## src/hdl/msac_pkg.sv

```systemverilog
package msac_pkg;

  // Field widths
  localparam int SPEED_W = 24;
  localparam int BLEND_W = 17;
  localparam int WLEN_W  = 7;

  // Fixed-point constants
  localparam logic [BLEND_W-1:0] BLEND_ONE = 17'h10000;
  localparam logic [SPEED_W-1:0] SPEED_MAX = 24'hFFFFFF;

  // Configuration port
  localparam int CFG_DATA_W = 32;
  localparam int CFG_ADDR_W = 4;

  typedef enum logic [1:0] {
    REG_REFERENCE_SPEED   = 2'd0,
    REG_MEAN_BLEND        = 2'd1,
    REG_WINDOW_LENGTH     = 2'd2,
    REG_INITIAL_FRICTION  = 2'd3
  } reg_idx_t;

  // Register reset values
  localparam logic [SPEED_W-1:0] RST_REFERENCE_SPEED  = 24'd655360;
  localparam logic [BLEND_W-1:0] RST_MEAN_BLEND       = 17'd6554;
  localparam logic [WLEN_W-1:0]  RST_WINDOW_LENGTH    = 7'd60;
  localparam logic [SPEED_W-1:0] RST_INITIAL_FRICTION = 24'd32768;

  // Serial divider: one quotient bit per cycle
  localparam int QUO_W = SPEED_W;
  localparam int CNT_W = $clog2(QUO_W);

  typedef enum logic [2:0] {
    ST_IDLE,
    ST_SUM,
    ST_DIV_AVG,
    ST_MUL,
    ST_SCALE_LOAD,
    ST_DIV_SCL,
    ST_BLEND_MUL,
    ST_BLEND_ADD
  } state_t;

endpackage

```

## src/hdl/msac_if.sv

```systemverilog
// Sample channel: one wind-speed measurement per item
interface msac_in_if;
  import msac_pkg::*;
  logic               valid;
  logic               ready;
  logic               func;
  logic [SPEED_W-1:0] measured_speed;

  modport source (output valid, func, measured_speed, input ready);
  modport sink   (input valid, func, measured_speed, output ready);
endinterface

// Result channel: average, friction velocity and fault flag
interface msac_out_if;
  import msac_pkg::*;
  logic               valid;
  logic               ready;
  logic [SPEED_W-1:0] average_speed;
  logic [SPEED_W-1:0] friction_velocity;
  logic               divide_fault;

  modport source (output valid, average_speed, friction_velocity, divide_fault,
                  input ready);
  modport sink   (input valid, average_speed, friction_velocity, divide_fault,
                  output ready);
endinterface

```

## src/hdl/moving_average_speed_controller.sv

```systemverilog
// Moving-average wind speed controller.
// sample channel (valid/ready): func (0 new step, 1 repeat) and a Q8.16 speed.
// result channel (valid/ready): window average, friction velocity, fault flag;
// exactly one result item per sample item, in order.
// APB port: reference_speed 0x0, mean_blend 0x4, window_length 0x8,
// initial_friction_velocity 0xC; write only while the block is idle.
// One item is worked on at a time. The average comes from a restoring
// divider that produces one quotient bit per cycle, holding the last bit
// while the output register is full; a new step after the first runs the
// same divider again to scale the friction velocity by reference/average,
// unless the average is zero (fault) or the scaled value saturates.
// A first item, a repeat or a faulted update is done after the average
// divide; a friction update then multiplies, scales and blends. The next
// item is taken the cycle after the result is loaded, and not before.
// A stalled receiver holds the result; the next item is still accepted
// and worked on, and waits for the output register to free.
// Reset (rst, synchronous) clears the window, the started flag and the
// result valid, and restores the register defaults. The sample history
// memory is not cleared; the fill count guards every read of it.
module moving_average_speed_controller
  import msac_pkg::*;
#(
  parameter int WINDOW_MAX = 64
) (
  input  logic                  clk,
  input  logic                  rst,
  msac_in_if.sink               sample,
  msac_out_if.source            result,
  input  logic                  psel,
  input  logic                  penable,
  input  logic                  pwrite,
  input  logic [CFG_ADDR_W-1:0] paddr,
  input  logic [CFG_DATA_W-1:0] pwdata,
  output logic [CFG_DATA_W-1:0] prdata,
  output logic                  pready
);

  localparam int SLOT_W = (WINDOW_MAX > 1) ? $clog2(WINDOW_MAX) : 1;
  localparam int FILL_W = $clog2(WINDOW_MAX + 1);
  localparam int SUM_W  = SPEED_W + FILL_W;
  localparam int OFS_W  = FILL_W + 2;
  localparam int PROD_W = 2 * SPEED_W;
  localparam int BPRD_W = BLEND_W + 1 + SPEED_W + 1;

  // Configuration registers
  logic [SPEED_W-1:0] reference_speed;
  logic [BLEND_W-1:0] mean_blend;
  logic [WLEN_W-1:0]  window_length;
  logic [SPEED_W-1:0] initial_friction;

  // Window state
  logic [SPEED_W-1:0] history [WINDOW_MAX];
  logic [SPEED_W-1:0] hist_rdata;
  logic [SLOT_W-1:0]  newest_slot;
  logic [SUM_W-1:0]   window_sum;
  logic [FILL_W-1:0]  fill_count;
  logic [SPEED_W-1:0] current_friction;
  logic               started;

  // Item context
  logic               op_repeat;
  logic               op_first;
  logic               op_sub;
  logic [SPEED_W-1:0] op_speed;
  logic               fault;
  logic [SPEED_W-1:0] avg;

  // Arithmetic registers
  logic [PROD_W-1:0]        prod;
  logic signed [BPRD_W-1:0] bprod;
  logic [SPEED_W-1:0]       div_rem;
  logic [SPEED_W-1:0]       div_acc;
  logic [SPEED_W-1:0]       div_den;
  logic [CNT_W-1:0]         div_cnt;

  // Output register
  logic               out_valid;
  logic [SPEED_W-1:0] out_avg;
  logic [SPEED_W-1:0] out_fric;
  logic               out_fault;

  state_t state, state_next;

  logic accept;
  logic cfg_write;
  logic out_free;
  logic div_last;

  assign accept    = sample.valid && sample.ready;
  assign cfg_write = psel && penable && pwrite && pready;
  assign out_free  = !out_valid || result.ready;
  assign div_last  = (div_cnt == CNT_W'(QUO_W - 1));

  // Configuration port
  assign pready = 1'b1;

  always_ff @(posedge clk) begin
    if (rst) begin
      reference_speed  <= RST_REFERENCE_SPEED;
      mean_blend       <= RST_MEAN_BLEND;
      window_length    <= RST_WINDOW_LENGTH;
      initial_friction <= RST_INITIAL_FRICTION;
    end else if (cfg_write) begin
      unique case (reg_idx_t'(paddr[3:2]))
        REG_REFERENCE_SPEED:  reference_speed  <= pwdata[SPEED_W-1:0];
        REG_MEAN_BLEND:       mean_blend       <= pwdata[BLEND_W-1:0];
        REG_WINDOW_LENGTH:    window_length    <= pwdata[WLEN_W-1:0];
        REG_INITIAL_FRICTION: initial_friction <= pwdata[SPEED_W-1:0];
        default: ;
      endcase
    end
  end

  always_comb begin
    unique case (reg_idx_t'(paddr[3:2]))
      REG_REFERENCE_SPEED:  prdata = CFG_DATA_W'(reference_speed);
      REG_MEAN_BLEND:       prdata = CFG_DATA_W'(mean_blend);
      REG_WINDOW_LENGTH:    prdata = CFG_DATA_W'(window_length);
      REG_INITIAL_FRICTION: prdata = CFG_DATA_W'(initial_friction);
      default:              prdata = '0;
    endcase
  end

  // Effective window length and blend weight
  logic [FILL_W-1:0]  eff_len;
  logic [BLEND_W-1:0] blend_w;

  always_comb begin
    if (window_length == '0) begin
      eff_len = FILL_W'(1);
    end else if (16'(window_length) > 16'(WINDOW_MAX)) begin
      eff_len = FILL_W'(WINDOW_MAX);
    end else begin
      eff_len = FILL_W'(window_length);
    end
    blend_w = mean_blend[BLEND_W-1] ? BLEND_ONE : mean_blend;
  end

  // Slot arithmetic: next slot after newest, and oldest slot in the window
  logic [SLOT_W-1:0]       slot_after;
  logic signed [OFS_W-1:0] oldest_ofs;
  logic [SLOT_W-1:0]       oldest_slot;
  logic                    drop_oldest;

  always_comb begin
    if ((SLOT_W + 1)'(newest_slot) + (SLOT_W + 1)'(1) >= (SLOT_W + 1)'(WINDOW_MAX)) begin
      slot_after = '0;
    end else begin
      slot_after = newest_slot + SLOT_W'(1);
    end
    oldest_ofs = $signed(OFS_W'(newest_slot)) + OFS_W'(1) - $signed(OFS_W'(fill_count));
    if (oldest_ofs < 0) begin
      oldest_ofs = oldest_ofs + OFS_W'(WINDOW_MAX);
    end
    oldest_slot = oldest_ofs[SLOT_W-1:0];
    drop_oldest = (fill_count >= eff_len) && (fill_count != '0);
  end

  // Sum and fill after this item's push or replace
  logic [SUM_W-1:0]  sum_new;
  logic [FILL_W-1:0] fill_new;

  always_comb begin
    sum_new  = window_sum + SUM_W'(op_speed) - (op_sub ? SUM_W'(hist_rdata) : '0);
    fill_new = fill_count;
    if (!op_repeat && !(drop_oldest && !op_first)) begin
      fill_new = fill_count + FILL_W'(1);
    end
    if (op_first && drop_oldest) begin
      fill_new = fill_count;
    end
  end

  // Divider step: one quotient bit per cycle while div_step is set
  logic [SPEED_W:0]   div_trial;
  logic               div_ge;
  logic [SPEED_W:0]   div_diff;
  logic [SPEED_W-1:0] rem_next;
  logic [SPEED_W-1:0] acc_next;

  always_comb begin
    div_trial = {div_rem, div_acc[SPEED_W-1]};
    div_diff  = div_trial - {1'b0, div_den};
    div_ge    = (div_trial >= {1'b0, div_den});
    rem_next  = div_ge ? div_diff[SPEED_W-1:0] : div_trial[SPEED_W-1:0];
    acc_next  = {div_acc[SPEED_W-2:0], div_ge};
  end

  // Next state
  always_comb begin
    state_next = state;
    unique case (state)
      ST_IDLE:       if (accept) state_next = ST_SUM;
      ST_SUM:        state_next = ST_DIV_AVG;
      ST_DIV_AVG: begin
        if (div_last) begin
          if (op_first || op_repeat || acc_next == '0) begin
            state_next = out_free ? ST_IDLE : ST_DIV_AVG;
          end else begin
            state_next = ST_MUL;
          end
        end
      end
      ST_MUL:        state_next = ST_SCALE_LOAD;
      ST_SCALE_LOAD: begin
        if (prod[PROD_W-1:SPEED_W] >= avg) state_next = ST_BLEND_MUL;
        else state_next = ST_DIV_SCL;
      end
      ST_DIV_SCL:    if (div_last) state_next = ST_BLEND_MUL;
      ST_BLEND_MUL:  state_next = ST_BLEND_ADD;
      ST_BLEND_ADD:  if (out_free) state_next = ST_IDLE;
      default:       state_next = ST_IDLE;
    endcase
  end

  // Control outputs
  logic result_load;
  logic div_step;

  always_comb begin
    sample.ready = 1'b0;
    result_load  = 1'b0;
    div_step     = 1'b0;
    unique case (state)
      ST_IDLE:      sample.ready = 1'b1;
      ST_DIV_AVG: begin
        div_step    = !div_last || state_next != ST_DIV_AVG;
        result_load = div_last && state_next == ST_IDLE;
      end
      ST_DIV_SCL:   div_step = 1'b1;
      ST_BLEND_ADD: result_load = out_free;
      default: ;
    endcase
  end

  always_ff @(posedge clk) begin
    if (rst) state <= ST_IDLE;
    else state <= state_next;
  end

  // History memory: read at accept, written in the sum cycle
  always_ff @(posedge clk) begin
    if (accept) begin
      hist_rdata <= history[(started && sample.func) ? newest_slot : oldest_slot];
    end
    if (state == ST_SUM) begin
      history[op_repeat ? newest_slot : slot_after] <= op_speed;
    end
  end

  // Item context
  always_ff @(posedge clk) begin
    if (accept) begin
      op_first  <= !started;
      op_repeat <= started && sample.func;
      op_sub    <= (started && sample.func) || drop_oldest;
      op_speed  <= sample.measured_speed;
    end
  end

  // Window and friction state
  always_ff @(posedge clk) begin
    if (rst) begin
      newest_slot      <= '0;
      window_sum       <= '0;
      fill_count       <= '0;
      current_friction <= '0;
      started          <= 1'b0;
    end else begin
      if (state == ST_SUM) begin
        window_sum <= sum_new;
        fill_count <= fill_new;
        if (!op_repeat) newest_slot <= slot_after;
        if (op_first) begin
          current_friction <= initial_friction;
          started          <= 1'b1;
        end
      end
      if (state == ST_BLEND_ADD && out_free) begin
        current_friction <= current_friction + bprod[16 +: SPEED_W];
      end
    end
  end

  // Divider, multipliers and item results
  always_ff @(posedge clk) begin
    if (state == ST_SUM) begin
      div_rem <= SPEED_W'(sum_new[SUM_W-1:SPEED_W]);
      div_acc <= sum_new[SPEED_W-1:0];
      div_den <= SPEED_W'(fill_new);
      div_cnt <= '0;
      fault   <= 1'b0;
    end
    if (div_step) begin
      div_rem <= rem_next;
      div_acc <= acc_next;
      div_cnt <= div_last ? '0 : div_cnt + CNT_W'(1);
    end
    if (state == ST_DIV_AVG && div_last) begin
      avg   <= acc_next;
      fault <= !op_first && !op_repeat && acc_next == '0;
    end
    if (state == ST_MUL) begin
      prod <= current_friction * reference_speed;
    end
    if (state == ST_SCALE_LOAD) begin
      if (prod[PROD_W-1:SPEED_W] >= avg) begin
        div_acc <= SPEED_MAX;
      end else begin
        div_rem <= prod[PROD_W-1:SPEED_W];
        div_acc <= prod[SPEED_W-1:0];
        div_den <= avg;
        div_cnt <= '0;
      end
    end
    // b * (scaled - u), signed
    if (state == ST_BLEND_MUL) begin
      bprod <= BPRD_W'($signed({1'b0, blend_w}))
               * (BPRD_W'($signed({1'b0, div_acc}))
                  - BPRD_W'($signed({1'b0, current_friction})));
    end
  end

  // Output register
  logic [SPEED_W-1:0] fric_result;

  assign fric_result = (state == ST_BLEND_ADD)
                       ? current_friction + bprod[16 +: SPEED_W]
                       : (op_first ? current_friction : current_friction);

  always_ff @(posedge clk) begin
    if (rst) begin
      out_valid <= 1'b0;
    end else if (result_load) begin
      out_valid <= 1'b1;
    end else if (result.ready) begin
      out_valid <= 1'b0;
    end
  end

  always_ff @(posedge clk) begin
    if (result_load) begin
      out_fric <= fric_result;
      if (state == ST_DIV_AVG) begin
        out_avg   <= acc_next;
        out_fault <= !op_first && !op_repeat && acc_next == '0;
      end else begin
        out_avg   <= avg;
        out_fault <= fault;
      end
    end
  end

  assign result.valid             = out_valid;
  assign result.average_speed     = out_avg;
  assign result.friction_velocity = out_fric;
  assign result.divide_fault      = out_fault;

`ifndef SYNTHESIS
  a_fill_bound: assert property (@(posedge clk) disable iff (rst)
    32'(fill_count) <= WINDOW_MAX)
    else $error("fill count above window size");

  a_fault_zero_avg: assert property (@(posedge clk) disable iff (rst)
    result.valid && result.divide_fault |-> result.average_speed == '0)
    else $error("fault flagged with nonzero average");

  a_busy_after_accept: assert property (@(posedge clk) disable iff (rst)
    accept |=> state == ST_SUM && !sample.ready)
    else $error("item accepted but block not busy");

  a_result_holds: assert property (@(posedge clk) disable iff (rst)
    out_valid && !result.ready |=> out_valid && $stable(out_avg) && $stable(out_fric))
    else $error("stalled result changed");
`endif

endmodule

```

## src/flat_wrapper.sv

```systemverilog
// flat-port wrapper written by rule: the top's interface ports become plain ports
module moving_average_speed_controller_flat import msac_pkg::*;
#(
  parameter int WINDOW_MAX = 64
)
  (clk, rst, psel, penable, pwrite, paddr, pwdata, prdata, pready, sample_valid, sample_func, sample_measured_speed, sample_ready, result_valid, result_average_speed, result_friction_velocity, result_divide_fault, result_ready);
  msac_in_if sample_i ();
  msac_out_if result_i ();
  input  logic clk;
  input  logic rst;
  input  logic psel;
  input  logic penable;
  input  logic pwrite;
  input  logic [CFG_ADDR_W-1:0] paddr;
  input  logic [CFG_DATA_W-1:0] pwdata;
  output logic [CFG_DATA_W-1:0] prdata;
  output logic pready;
  input wire logic [$bits(sample_i.valid)-1:0] sample_valid;
  input wire logic [$bits(sample_i.func)-1:0] sample_func;
  input wire logic [$bits(sample_i.measured_speed)-1:0] sample_measured_speed;
  output wire logic [$bits(sample_i.ready)-1:0] sample_ready;
  output wire logic [$bits(result_i.valid)-1:0] result_valid;
  output wire logic [$bits(result_i.average_speed)-1:0] result_average_speed;
  output wire logic [$bits(result_i.friction_velocity)-1:0] result_friction_velocity;
  output wire logic [$bits(result_i.divide_fault)-1:0] result_divide_fault;
  input wire logic [$bits(result_i.ready)-1:0] result_ready;
  assign sample_i.valid = sample_valid;
  assign sample_i.func = sample_func;
  assign sample_i.measured_speed = sample_measured_speed;
  assign sample_ready = sample_i.ready;
  assign result_valid = result_i.valid;
  assign result_average_speed = result_i.average_speed;
  assign result_friction_velocity = result_i.friction_velocity;
  assign result_divide_fault = result_i.divide_fault;
  assign result_i.ready = result_ready;
  moving_average_speed_controller #(.WINDOW_MAX(WINDOW_MAX)) u_core (.clk(clk), .rst(rst), .sample(sample_i), .result(result_i), .psel(psel), .penable(penable), .pwrite(pwrite), .paddr(paddr), .pwdata(pwdata), .prdata(prdata), .pready(pready));
endmodule
```

## config.mk

```make
export PLATFORM = sky130hd
export DESIGN_NAME = moving_average_speed_controller_flat
export DESIGN_NICKNAME = d
export VERILOG_FILES = /design/src/hdl/msac_pkg.sv /design/src/hdl/msac_if.sv /design/src/hdl/moving_average_speed_controller.sv /design/src/flat_wrapper.sv
export SDC_FILE = /design/constraint.sdc
export NUM_CORES = 2
export LEC_CHECK = 0
export ABC_AREA = 1
export BUFFER_PORTS_ARGS = -buffer_cell sky130_fd_sc_hd__buf_2
export CAP_MARGIN = 20
export CORE_ASPECT_RATIO = 0.9
export CORE_MARGIN = 4
export CORE_UTILIZATION = 45
export DETAILED_ROUTE_END_ITERATION = 12
export MAX_ROUTING_LAYER = met4
export SLEW_MARGIN = 10
export SYNTH_ARGS = -nofsm -noshare
export SYNTH_HDL_FRONTEND = slang
export SYNTH_SLANG_ARGS = --single-unit
export TNS_END_PERCENT = 30
```

## constraint.sdc

```tcl
create_clock -name clk -period 9 [get_ports clk]
set_input_delay 0.9 -clock clk [delete_from_list [all_inputs] [get_ports clk]]
set_output_delay 0.9 -clock clk [all_outputs]
set_load 0.1 [all_outputs]
```

==> results.toml <==
[run_status]
outcome = "finished, final reports clean"

[final_layout]
regMostFlops = "u_core.history"
largest_reg_flops = 1536
largest_registers = "u_core.history x1536, u_core.prod x48, u_core.window_sum x31"
syn_to_final_growth_pct = 9.475
utilization_pct = 49.63
layout-drive-gt1-share_pct = 7.175
final_cells = 15090
layout.nets = 12910

[synth]
syn_inst = 11570
yosys_warnings = 0
synth.largest_area_cell = "edfxtp_1"
synth_area_leaders = "edfxtp_1 45%, fa_1 15%, inv_1 5.5%, nand2_1 5.3%, o21ai_0 4.7%"
synth_common_cells = "1757 x edfxtp_1, 1731 x inv_1, 1671 x nand2_1"
ys_seq_area_share_pct = 48.29
synth_most_common_cell = "edfxtp_1"
synth_top_area_share_pct = 44.91
synth_ff_type = "edfxtp_1"
synth-seq-cells = 1955
postSynth.asyncResetShare_pct = 0
synth_edf_count = 1757
postSynthAreaPerCell_um2 = 10.16
yosysUniqueCellTypes = 57
netlist_area_um2 = 117500

[route]
vias_per_cell = 5.681
wl_per_cell_um = 23.77
drc = 0
ant_nets = 0
drt_first_pass_iters = 7
dr_total_vias = 85700
drtIter0Drc = 9545
wirelength_mm = 358.6

[hold_path]
hp-class = "primary input to register"

[die]
pin_count = 152
core-area_um2 = 259100
die_w_um = 546.6
fp.dieH_um = 492.7
start_util_pct = 45.34
rows = 177
fp.dieArea_um2 = 269300

[timing]
min_period_over_period_pct = 95.37
fin_skew_ns = 0.1072
rsz0062_at_grt = "false"
period_needed_ns = 8.584
final_hold_viol_count = 0
worst_slack_ns = 0.4163
setup_viol = 0
max_freq_mhz = 116.5
worstMarginPinSlew_ns = 1.143
drv_slew = 0
fin_setup_tns_ns = 0
slew_headroom_pct = 23.69

[setup_path]
worst-endpoint-arrival_ns = 9.20
cp.required_ns = 9.61
end_kind = "register"
critPathLaunchType = "register"
path_class = "register to register"
worstSetupEndpoint = "u_core.bprod[39]$_DFFE_PP_"
cp_max_fo = 11
reg2reg_depth = 31
cp-startpoint = "u_core.div_acc[0]$_DFFE_PP_"
r2r-end = "u_core.bprod[39]$_DFFE_PP_"
crit_slowest_cell = "fa_1"
cp_common_cell = "fa_1"
cpPeakStageDelay_ns = 0.59
reg2reg_slack_ns = 0.42
r2r_start = "u_core.div_acc[0]$_DFFE_PP_"

[global_routing]
grt_pass1_vias = 85690
grt_pass1_wl_mm = 541.5
grt_usage_pct = 27.07
overflow = 0
antenna_found_initial = 20
grt_max_degree = 202

[place]
port-buffer-count = 132
place_inst = 14720
dp_hpwl_mm = 237.0
dp_slack_ns = 0.5581
gp_congestion = 0.9500

[clock_network]
clock_latency_ns = 0.91
cts_buffer_depth = 4
htreeDepth = 4
cts_root_buf = "clkbuf_16"
clkSinkCount = 1955
cts_buffers = 203
cts_tree = "done"
path_clk_slew_ns = 0.07
cts_hold_buffers = 0

[job]
maxCapViolCount = 0
-- area by class of cell --
type	instances	area, µm²
Clock inverter	107	1021
Timing Repair Buffer	393	2753
Multi-Input combinational cell	7223	51890
Inverter	1751	6606
Sequential cell	1955	56720
Clock buffer	250	5340
Antenna cell	7	17.52
Tap cell	3401	4255
Fill cell	23320	130500
-- routing by layer --
layer  up-vias  global-route usage [%]  share of wire, %
met1     42980                   36.95                42
li1      38300                       -                 -
met4         0                   8.383               3.3
met5         -                       -                 0
met3       603                   4.068               8.6
met2      3823                   42.02                46
-- through the flow --
step | cell area, µm² | hold WS [ns]
after floorplan | 117500 | 0.4354
after CTS | 128500 | 0.1331
final | 128600 | 0.1862
after global placement | 122200 | 0.4577
after global routing | 128600 | 0.1470
after detailed placement | 122200 | 0.4606
-- cell usage in the layout, fill, tap and decap left out, types with 123 or more instances in the layout --
| master | instances |
|---|---|
| o211ai_1 | 123 |
| nor2_1 | 1302 |
| buf_4 | 251 |
| clkbuf_16 | 206 |
| inv_1 | 1725 |
| fa_1 | 904 |
| o221ai_1 | 283 |
| a21oi_1 | 298 |
| buf_2 | 132 |
| nand2_1 | 1668 |
| ha_1 | 414 |
| edfxtp_1 | 1757 |
| o21ai_0 | 1105 |
| dfxtp_1 | 198 |
| nand3_1 | 461 |
-- what timing repair did --
item	4_1_cts	5_1_grt
setup buffers	0	2
resized for setup	0	1
setup endpoints to repair	0	1
-- worst max-delay path, delay by kind of cell, from the launching register on --
family	cells	cell delay [ns]
and+or+nand+nor	10	2.25
xor gates and xnor gates	1	0.42
AOI/OAI and AO/OA	5	0.79
buffers and inverters	6	0.48
DFF	1	0.34
adders and majority gates	9	4.11
-- worst min path at each step --
stage                                         to  cells after the start  slack (ns)                               from
2_1_floorplan  u_core.window_sum[0]$_SDFFE_PP0P_                      2        0.44  u_core.window_sum[0]$_SDFFE_PP0P_
3_5_place_dp   u_core.window_sum[0]$_SDFFE_PP0P_                      2        0.46  u_core.window_sum[0]$_SDFFE_PP0P_
6_report            u_core.op_speed[3]$_DFFE_PP_                      1        0.19           sample_measured_speed[3]
5_1_grt             u_core.op_speed[3]$_DFFE_PP_                      1        0.15           sample_measured_speed[3]
3_3_place_gp   u_core.window_sum[0]$_SDFFE_PP0P_                      2        0.46  u_core.window_sum[0]$_SDFFE_PP0P_
4_1_cts             u_core.op_speed[3]$_DFFE_PP_                      1        0.13           sample_measured_speed[3]
-- kinds of logic after synthesis --
logic type      after synthesis  share of synthesized area, %
compound gates             2057                         10.29
xor+xnor                    160                         1.205
fa+ha+maj                  1318                         19.81
buf+inv                    2397                         7.771
flops                      1955                         48.29
other cells                   2                      0.006393
simple gates               3679                         12.62
Power is left out: the tool's default activity adds up to more than one toggle a clock period on the data nets, which glitch-free logic cannot reach.
